$ cat src/hdl/sktr_pkg.sv
// shared types and constants for the scancode key state tracker
package sktr_pkg;

    localparam int NUM_KEYS   = 256;
    localparam int KEY_IDX_W  = $clog2(NUM_KEYS);
    localparam int CODE_W     = 8;

    localparam logic [CODE_W-1:0] PREFIX_BYTE = 8'hE0;

    // item kind carried on tuser
    typedef enum logic [1:0] {
        MODE_SCAN  = 2'd0,
        MODE_QUERY = 2'd1,
        MODE_CLEAR = 2'd2
    } mode_t;

    // key table write request from the filter
    typedef struct packed {
        logic                 en;
        logic [KEY_IDX_W-1:0] idx;
        logic                 brk;
    } key_wr_t;

    // three status bits of one key
    typedef struct packed {
        logic hit;
        logic pressed;
        logic released;
    } key_bits_t;

endpackage

$ cat src/hdl/sktr_filter.sv
// repeat filter and extended-prefix tracking for incoming scancode bytes
module sktr_filter
    import sktr_pkg::*;
(
    input  logic              clk,
    input  logic              rst_n,
    input  logic              en,
    input  logic [CODE_W-1:0] code,
    output logic              take,
    output key_wr_t           key_wr
);

    logic [CODE_W-1:0] previous_code_reg;
    logic [CODE_W-1:0] special_now_reg;
    logic [CODE_W-1:0] special_before_reg;
    logic              prefix_pending_reg;

    logic [CODE_W-1:0] special_now_next;
    logic              prefix_pending_next;
    logic              is_prefix;

    // filter decision
    always_comb
    begin
        is_prefix = (code == PREFIX_BYTE);
        if (previous_code_reg == PREFIX_BYTE)
        begin
            special_now_next = code;
        end
        else if (!is_prefix)
        begin
            special_now_next = '0;
        end
        else
        begin
            special_now_next = special_now_reg;
        end
        take = (code != previous_code_reg) &&
               ((special_now_next != special_before_reg) || (special_before_reg == '0));
    end

    // prefix handling and key write request
    always_comb
    begin
        prefix_pending_next = prefix_pending_reg;
        key_wr.en  = 1'b0;
        key_wr.idx = {prefix_pending_reg, code[CODE_W-2:0]};
        key_wr.brk = code[CODE_W-1];
        if (en && take)
        begin
            if (is_prefix)
            begin
                prefix_pending_next = 1'b1;
            end
            else
            begin
                prefix_pending_next = 1'b0;
                key_wr.en           = 1'b1;
            end
        end
    end

    // filter state
    always_ff @(posedge clk or negedge rst_n)
    begin
        if (!rst_n)
        begin
            previous_code_reg  <= '0;
            special_now_reg    <= '0;
            special_before_reg <= '0;
            prefix_pending_reg <= 1'b0;
        end
        else
        begin
            prefix_pending_reg <= prefix_pending_next;
            if (en)
            begin
                previous_code_reg  <= code;
                special_now_reg    <= special_now_next;
                special_before_reg <= special_now_next;
            end
        end
    end

endmodule

$ cat src/hdl/sktr_key_table.sv
// hit, pressed and released bits for every key, with frame clear
module sktr_key_table
    import sktr_pkg::*;
(
    input  logic                 clk,
    input  logic                 rst_n,
    input  key_wr_t              key_wr,
    input  logic                 clear,
    input  logic [KEY_IDX_W-1:0] rd_idx,
    output key_bits_t            rd_bits
);

    logic [NUM_KEYS-1:0] hit_reg;
    logic [NUM_KEYS-1:0] pressed_reg;
    logic [NUM_KEYS-1:0] released_reg;
    logic [NUM_KEYS-1:0] hit_next;
    logic [NUM_KEYS-1:0] pressed_next;
    logic [NUM_KEYS-1:0] released_next;

    // single key lookup
    assign rd_bits.hit      = hit_reg[rd_idx];
    assign rd_bits.pressed  = pressed_reg[rd_idx];
    assign rd_bits.released = released_reg[rd_idx];

    // make, break and clear updates
    always_comb
    begin
        hit_next      = clear ? '0 : hit_reg;
        pressed_next  = pressed_reg;
        released_next = clear ? '0 : released_reg;
        if (key_wr.en)
        begin
            if (key_wr.brk)
            begin
                pressed_next[key_wr.idx]  = 1'b0;
                released_next[key_wr.idx] = 1'b1;
            end
            else
            begin
                hit_next[key_wr.idx]     = 1'b1;
                pressed_next[key_wr.idx] = 1'b1;
            end
        end
    end

    // key state
    always_ff @(posedge clk or negedge rst_n)
    begin
        if (!rst_n)
        begin
            hit_reg      <= '0;
            pressed_reg  <= '0;
            released_reg <= '0;
        end
        else
        begin
            hit_reg      <= hit_next;
            pressed_reg  <= pressed_next;
            released_reg <= released_next;
        end
    end

endmodule

$ cat src/hdl/scancode_key_state_tracker_top.sv
// top level: input register, filter and key table, result register
//
//  channel  | direction | tdata (low bit up)                       | tuser
//  ---------+-----------+------------------------------------------+-----------
//  s_axis   | in        | scan_code[7:0], key_index[15:8]          | mode[1:0]
//  m_axis   | out       | code_accepted, key_hit, key_pressed,     | -
//           |           | key_released, zero pad [7:4]             |
//
// one item per clock sustained while m_tready stays high; an input transfer is held in
// the input register, then in the result register, before its result is valid on m_axis
// reset clears the filter state, the prefix flag, all key bits and both
// valid flags; no clearing pass is needed
// a stalled result holds the result register, the input register fills
// behind it, and s_tready drops only when both are occupied
module scancode_key_state_tracker_top
    import sktr_pkg::*;
(
    input  logic        clk,
    input  logic        rst_n,
    input  logic        s_tvalid,
    output logic        s_tready,
    input  logic [15:0] s_tdata,   // scan_code[7:0], key_index[15:8]
    input  logic [1:0]  s_tuser,   // mode[1:0]
    output logic        m_tvalid,
    input  logic        m_tready,
    output logic [7:0]  m_tdata    // code_accepted, key_hit, key_pressed, key_released, pad
);

    logic                 in_valid_reg;
    logic [1:0]           in_mode_reg;
    logic [CODE_W-1:0]    in_code_reg;
    logic [KEY_IDX_W-1:0] in_key_reg;

    logic                 out_valid_reg;
    logic [3:0]           out_data_reg;
    logic [3:0]           out_data_next;

    logic                 advance;
    logic                 scan_en;
    logic                 clear_en;
    logic                 take;
    key_wr_t              key_wr;
    key_bits_t            rd_bits;

    // handshake
    assign advance  = in_valid_reg && (!out_valid_reg || m_tready);
    assign s_tready = !in_valid_reg || advance;
    assign m_tvalid = out_valid_reg;
    assign m_tdata  = {4'b0000, out_data_reg};

    assign scan_en  = advance && (in_mode_reg == MODE_SCAN);
    assign clear_en = advance && (in_mode_reg == MODE_CLEAR);

    sktr_filter u_filter (
        .clk    (clk),
        .rst_n  (rst_n),
        .en     (scan_en),
        .code   (in_code_reg),
        .take   (take),
        .key_wr (key_wr)
    );

    sktr_key_table u_key_table (
        .clk     (clk),
        .rst_n   (rst_n),
        .key_wr  (key_wr),
        .clear   (clear_en),
        .rd_idx  (in_key_reg),
        .rd_bits (rd_bits)
    );

    // result fields by mode
    always_comb
    begin
        case (in_mode_reg)
            MODE_SCAN:  out_data_next = {3'b000, take};
            MODE_QUERY: out_data_next = {rd_bits.released, rd_bits.pressed, rd_bits.hit, 1'b0};
            default:    out_data_next = '0;
        endcase
    end

    // input register control
    always_ff @(posedge clk or negedge rst_n)
    begin
        if (!rst_n)
        begin
            in_valid_reg <= 1'b0;
        end
        else if (s_tready)
        begin
            in_valid_reg <= s_tvalid;
        end
    end

    // input register payload
    always_ff @(posedge clk)
    begin
        if (s_tvalid && s_tready)
        begin
            in_mode_reg <= s_tuser;
            in_code_reg <= s_tdata[7:0];
            in_key_reg  <= s_tdata[15:8];
        end
    end

    // result register control
    always_ff @(posedge clk or negedge rst_n)
    begin
        if (!rst_n)
        begin
            out_valid_reg <= 1'b0;
        end
        else if (advance)
        begin
            out_valid_reg <= 1'b1;
        end
        else if (m_tready)
        begin
            out_valid_reg <= 1'b0;
        end
    end

    // result register payload
    always_ff @(posedge clk)
    begin
        if (advance)
        begin
            out_data_reg <= out_data_next;
        end
    end

    // an accepted byte result never carries key bits
    a_accept_alone: assert property (@(posedge clk) disable iff (!rst_n)
        out_valid_reg && out_data_reg[0] |-> out_data_reg[3:1] == 3'b000)
        else $error("accepted byte result carries key bits");

    // a waiting item holds while the result side is stalled
    a_in_hold: assert property (@(posedge clk) disable iff (!rst_n)
        in_valid_reg && !advance |=> in_valid_reg && $stable(in_code_reg)
            && $stable(in_mode_reg) && $stable(in_key_reg))
        else $error("input register changed while stalled");

    // key writes only come from a scancode item moving on
    a_wr_scan: assert property (@(posedge clk) disable iff (!rst_n)
        key_wr.en |-> scan_en && take)
        else $error("key write without accepted scancode");

    // an empty input register always takes a transfer
    a_no_lost_slot: assert property (@(posedge clk) disable iff (!rst_n)
        !in_valid_reg |-> s_tready)
        else $error("input blocked while input register empty");

endmodule
$ cat config.mk
export PLATFORM = sky130hd
export DESIGN_NAME = scancode_key_state_tracker_top
export DESIGN_NICKNAME = d
export VERILOG_FILES = /design/src/hdl/sktr_pkg.sv /design/src/hdl/sktr_filter.sv /design/src/hdl/sktr_key_table.sv /design/src/hdl/scancode_key_state_tracker_top.sv
export SDC_FILE = /design/constraint.sdc
export NUM_CORES = 1
export LEC_CHECK = 0
export BUFFER_PORTS_ARGS = -buffer_cell sky130_fd_sc_hd__buf_2
export CORE_ASPECT_RATIO = 0.75
export CORE_MARGIN = 2
export CORE_UTILIZATION = 45
export DETAILED_ROUTE_END_ITERATION = 8
export SLEW_MARGIN = 0
export SYNTH_ARGS = -nofsm -noshare
export SYNTH_HDL_FRONTEND = slang
export SYNTH_SLANG_ARGS = --single-unit
$ cat constraint.sdc
create_clock -name clk -period 2.4 [get_ports clk]
set_input_delay 0.24 -clock clk [delete_from_list [all_inputs] [get_ports clk]]
set_output_delay 0.24 -clock clk [all_outputs]
set_load 0.05 [all_outputs]
Word-level counts from Yosys, hierarchy flattened
Cells that the tools add are included.
W data, S select, Z words.
{"block": "totals", "ff_bits": 809, "rom_bits": 0, "latch_bits": 0, "memories": 0, "ramBits": 0, "output_inout_bits": 10, "inputBits": 22}
{"block": "classes", "div": 0, "n_lt_le_gt_ge": 3, "add_sub_neg": 0, "reduce_logical": 15, "multipliers": 0, "n_bitwise": 5, "n_eq_ne": 6, "n_shift": 0, "n_mux": 23}
{"op": "$mux W256", "n": 7}
{"op": "$or A256 B256 Y256", "n": 3}
{"op": "$and A256 B256 Y256", "n": 1}
{"op": "$not A256 Y256", "n": 1}
{"op": "$bmux W1 S8", "n": 3}
{"op": "$lt A8 B9 Y1 const B", "n": 2}
{"op": "$eq A8 B8 Y1 const B", "n": 2}
{"op": "$mux W8", "n": 2}
{"op": "$ne A8 B8 Y1", "n": 2}
{"op": "$mux W1", "n": 9}
{"op": "$demux W1 S8", "n": 1}
{"op": "$ge A8 B1 Y1 const B", "n": 1}
{"op": "$logic_not A8 Y1", "n": 1}
{"op": "$pmux W4 S2", "n": 1}
{"op": "$logic_and A1 B1 Y1", "n": 7}
{"op": "$logic_or A1 B1 Y1", "n": 3}
{"op": "$eq A2 B1 Y1 const B", "n": 1}
{"op": "$eq A2 B2 Y1 const B", "n": 1}
{"op": "$logic_not A1 Y1", "n": 2}
{"op": "$logic_not A2 Y1", "n": 1}
{"op": "$reduce_bool A2 Y1", "n": 1}

Depth between registers and ports, before layout
{"block": "depth", "word_depth": 9, "ltp_mapped": 13}

Cells and area by module
Synthesis repeated with hierarchy kept, for this count alone.
{"block": "hier_totals", "cells_unflattened": 3340, "hier_area_um2": 37196.9}
{"module": "sktr_key_table", "area_each_um2": 35295.1, "seq_area_each_um2": 19218.4, "cells_each": 3196, "n_inst": 1}
{"module": "sktr_filter", "area_each_um2": 1049.8, "seq_area_each_um2": 425.4, "cells_each": 101, "n_inst": 1}
{"module": "scancode_key_state_tracker_top", "area_each_um2": 852.1, "seq_area_each_um2": 710.7, "cells_each": 43, "n_inst": 1}

Worst setup path after synthesis
No wires, ideal clock.
{"block": "synth_path", "path_type": "register to register", "from": "reg in_key_reg[1]", "to": "reg out_data_reg[1], data pin", "setup_time_ps": 259, "stages_incl_launch_ff": 9, "path_slack_ps": -142, "n_path_buf": 4, "t_required_ps": 2141, "synth_period_minus_slack_ps": 2542, "arrival_ps": 2283, "cell_sequence": "edfxtp_1 -> buf_2 -> buf_2 -> buf_2 -> buf_1 -> mux4_2 -> mux4_2 -> o21ai_0 -> o31ai_1"}
{"block": "synth_via", "elab_chain_cells": 3}
{"item": "start, declared", "line_no": "scancode_key_state_tracker_top.sv:32", "source": "logic [KEY_IDX_W-1:0] in_key_reg;"}
{"item": "start signal, assigned", "line_no": "scancode_key_state_tracker_top.sv:102", "source": "in_key_reg <= s_tdata[15:8];"}
{"item": "$bmux W1 S8", "line_no": "sktr_key_table.sv:21", "source": "assign rd_bits.hit = hit_reg[rd_idx];"}
{"item": "$mux W1 (implied by the code)", "line_no": "sktr_key_table.sv:21"}
{"item": "$pmux W4 S2", "line_no": "scancode_key_state_tracker_top.sv:75", "source": "case (in_mode_reg)"}
{"item": "named net out_data_next[1]", "line_no": "scancode_key_state_tracker_top.sv:36", "source": "logic [3:0] out_data_next;"}
{"item": "end signal, assigned", "line_no": "scancode_key_state_tracker_top.sv:128", "source": "out_data_reg <= out_data_next;"}
{"item": "end, declared", "line_no": "scancode_key_state_tracker_top.sv:35", "source": "logic [3:0] out_data_reg;"}
The timed path passes the listed nets, and every way through them passes these cells. The select of a mux whose other input is x is not followed.
A chain may end at the register's enable or synchronous reset.

==> results.ini <==
[routing]
drt_iter0_markers=3476
final_antenna_net_count=0
vias=29800
firstDrtPassIters=6
vias_per_cell=6.29
wirelength_um=119000
wire_per_inst_um=25.2
drcViolationCount=0

[power_and_ir_drop]
total_power_mw=29.4
powerDensity_nw_per_um2=647
power.leakage_nw=19.3
ir_worst_vdd_v=0.000455

[logic_synthesis]
synth_cell_types=73
ys.flop_type=dfrtp_1
yosysWarnings=0
netlist_area_um2=37400
seq_area_frac_synth=0.545
synth-seq-cells=809
syn_avg_cell_area_um2=11.1
synthCells=3369
async_reset_ff_frac=0.973
synth-edff-count=22

[die]
initial_core_util=0.454
die_h_um=254
rows=91
dieArea_um2=85400
core_area_um2=82200
io_pins=32
die_w_um=337

[grt]
grt_pass1_wl_um=181000
grt_max_degree=129
grt_usage=0.277
grt.overflow.total=0
grt_antenna_before_repair=5
grt_pass1_vias=28900

[timing]
period_share=1.20
slew_headroom=0.176
finalClockSkew_ns=0.0304
worstMarginPinSlew_ns=1.24
clock.fmax_mhz=346
setup_ws_ns=-0.489
finalSetupViolations=770
rsz0062_at_grt=true
drv_slew=0
hold_viol_final=0
period_minus_slack_ns=2.89

[placement]
dp.cells=4518
hpwl_um=76800
place_ws_ns=-0.785
port_buffers=27
globalplace.congestion=0.905

[clock_tree]
numCtsBuffers=80
htreeDepth=3
path_clk_slew_ns=0.07
cts-root-buf=clkbuf_16
clk_latency_ns=0.65
cts.sinks=809
cts_tree=yes
cts.path.max_buffers=3

[job]
cap_viol_max_count=0

[hold_path]
hp-class=in -> async

[final_layout]
antenna_cells=0
syn_to_final_growth_pct=21.6
drive_gt1_frac=0.218
layout.nets=3583
n_fill_cell=6836
instances_no_fill=4734

[setup_path]
crit_path_max_fanout=7
required_ns=2.86
crit_path_start_kind=register
worstPathArrival_ns=3.35
crit_type=reg -> reg
cp-end-kind=register

[status]
outcome=finished with violations
violations=setup timing

[what timing repair did]
action	in CTS	in global routing
endpoints found under the setup margin	770	771
pin swaps	28	23
resized for setup	174	129
endpoints found under the hold margin	169	0
gates cloned	19	6
hold buffers	22	0
setup buffers	29	3
[worst max-delay path: stages (launching register included)]
cell	delay, ns
dfrtp_1	0.41
nor4_4	0.35
buf_4	0.21
nand3_2	0.07
a222oi_1	0.45
nand2_2	0.21
o2111ai_4	0.29
buf_12	0.18
buf_16	0.15
buf_12	0.12
clkbuf_16	0.16
o31ai_1	0.08
[metrics by stage]
stage / utilization / hold slack [ns] / instance area, um^2 / setup TNS [ns]
finish: 0.553 / 0.140 / 45400 / -273.52
detailed placement: 0.496 / 0.207 / 40800 / -228.27
global placement: 0.496 / 0.200 / 40800 / -151.24
CTS: 0.547 / 0.141 / 44900 / -224.99
floorplan: - / -0.0556 / 37400 / -3.90
global route: 0.553 / 0.151 / 45400 / -376.32
[cells in the final DEF (no fill, tap or decap), types with 82 or more instances in the layout]
master and instances:
dfrtp_1 787, nand2_1 616, o21ai_0 522, buf_4 222
o31ai_1 215, mux4_2 166, o21ai_1 138, a22o_1 104
mux2i_1 90, clkbuf_16 89, buf_12 82
[where the power goes]
part	switching [mW]	internal (mW)	total, mW	leakage, nW
clock network	5.37	7.38	12.7	1.27
logic	1.69	0.990	2.68	6.86
registers	0.120	13.8	14.0	11.2
total	7.19	22.2	29.4	19.3
[per-layer routing]
metal  vias to the layer above  routed length (um)  global-route usage
li1                      12800                   -                   -
met1                     15400               52400               0.417
met2                      1417               52700               0.406
met3                       226               10600              0.0568
met4                         4                3440              0.0820
met5                         -                  20                   0
[synth_stat cells (all sizes together), types with 8 or more instances]
cell     instances  area share
a2111oi          8      0.0024
a21oi           23      0.0031
a22o           104       0.024
and2            17      0.0028
buf            120       0.021
clkbuf         186       0.019
dfrtp          787        0.53
edfxtp          22       0.018
inv              9     0.00090
mux2i           91       0.024
mux4           166        0.10
nand2          618       0.062
nand2b          18      0.0030
nand3           11      0.0015
nor2            69      0.0069
nor3            21      0.0028
nor4             9      0.0019
o21ai          692       0.094
o221ai          37      0.0087
o22ai           25      0.0042
o31ai          252       0.053
xnor2            8      0.0019
[cell type report]
class                           count  area [um^2]  area share
Clock buffer                      125         2390      0.0527
Clock inverter                     14          209     0.00460
Inverter                            9         33.8    0.000744
Multi-Input combinational cell   2248        16000       0.353
Sequential cell                   809        20400       0.448
Tap cell                         1116         1400      0.0307
Timing Repair Buffer              413         5010       0.110
[path summary, 6_finish.rpt]
| path | startpoint | endpoint | slack (ns) | depth (start not counted) |
|---|---|---|---|---|
| worst max-delay path | u_filter.previous_code_reg[1]$_DFFE_PN0P_ | register | -0.49 | 11 |
| worst min-delay path | rst_n | u_key_table.released_reg[50]$_DFF_PN0_ | 0.14 | 2 |
| worst max register to register | u_filter.previous_code_reg[1]$_DFFE_PN0P_ | register | -0.49 | 11 |
| worst min register to register | register | register | 0.48 | 1 |
| max in group asynchronous | rst_n | u_key_table.hit_reg[168]$_DFF_PN0_ | 1.27 | 3 |
| min in group clk | s_tuser[1] | in_mode_reg[1]$_DFFE_PP_ | 0.30 | 2 |
[logic make-up (layout without fill, tap and decap cells)]
logic type / Yosys count / after routing / synth area share
AOI/OAI and AO/OA: 1173 / 1173 / 0.197
xor gates and xnor gates: 8 / 8 / 0.00188
buffers and inverters: 315 / 561 / 0.0414
DFF: 809 / 809 / 0.545
muxes: 263 / 263 / 0.126
other: 1 / 4 / 0.000100
and+or+nand+nor: 800 / 800 / 0.0881
Power figures use the tool's default switching activity.
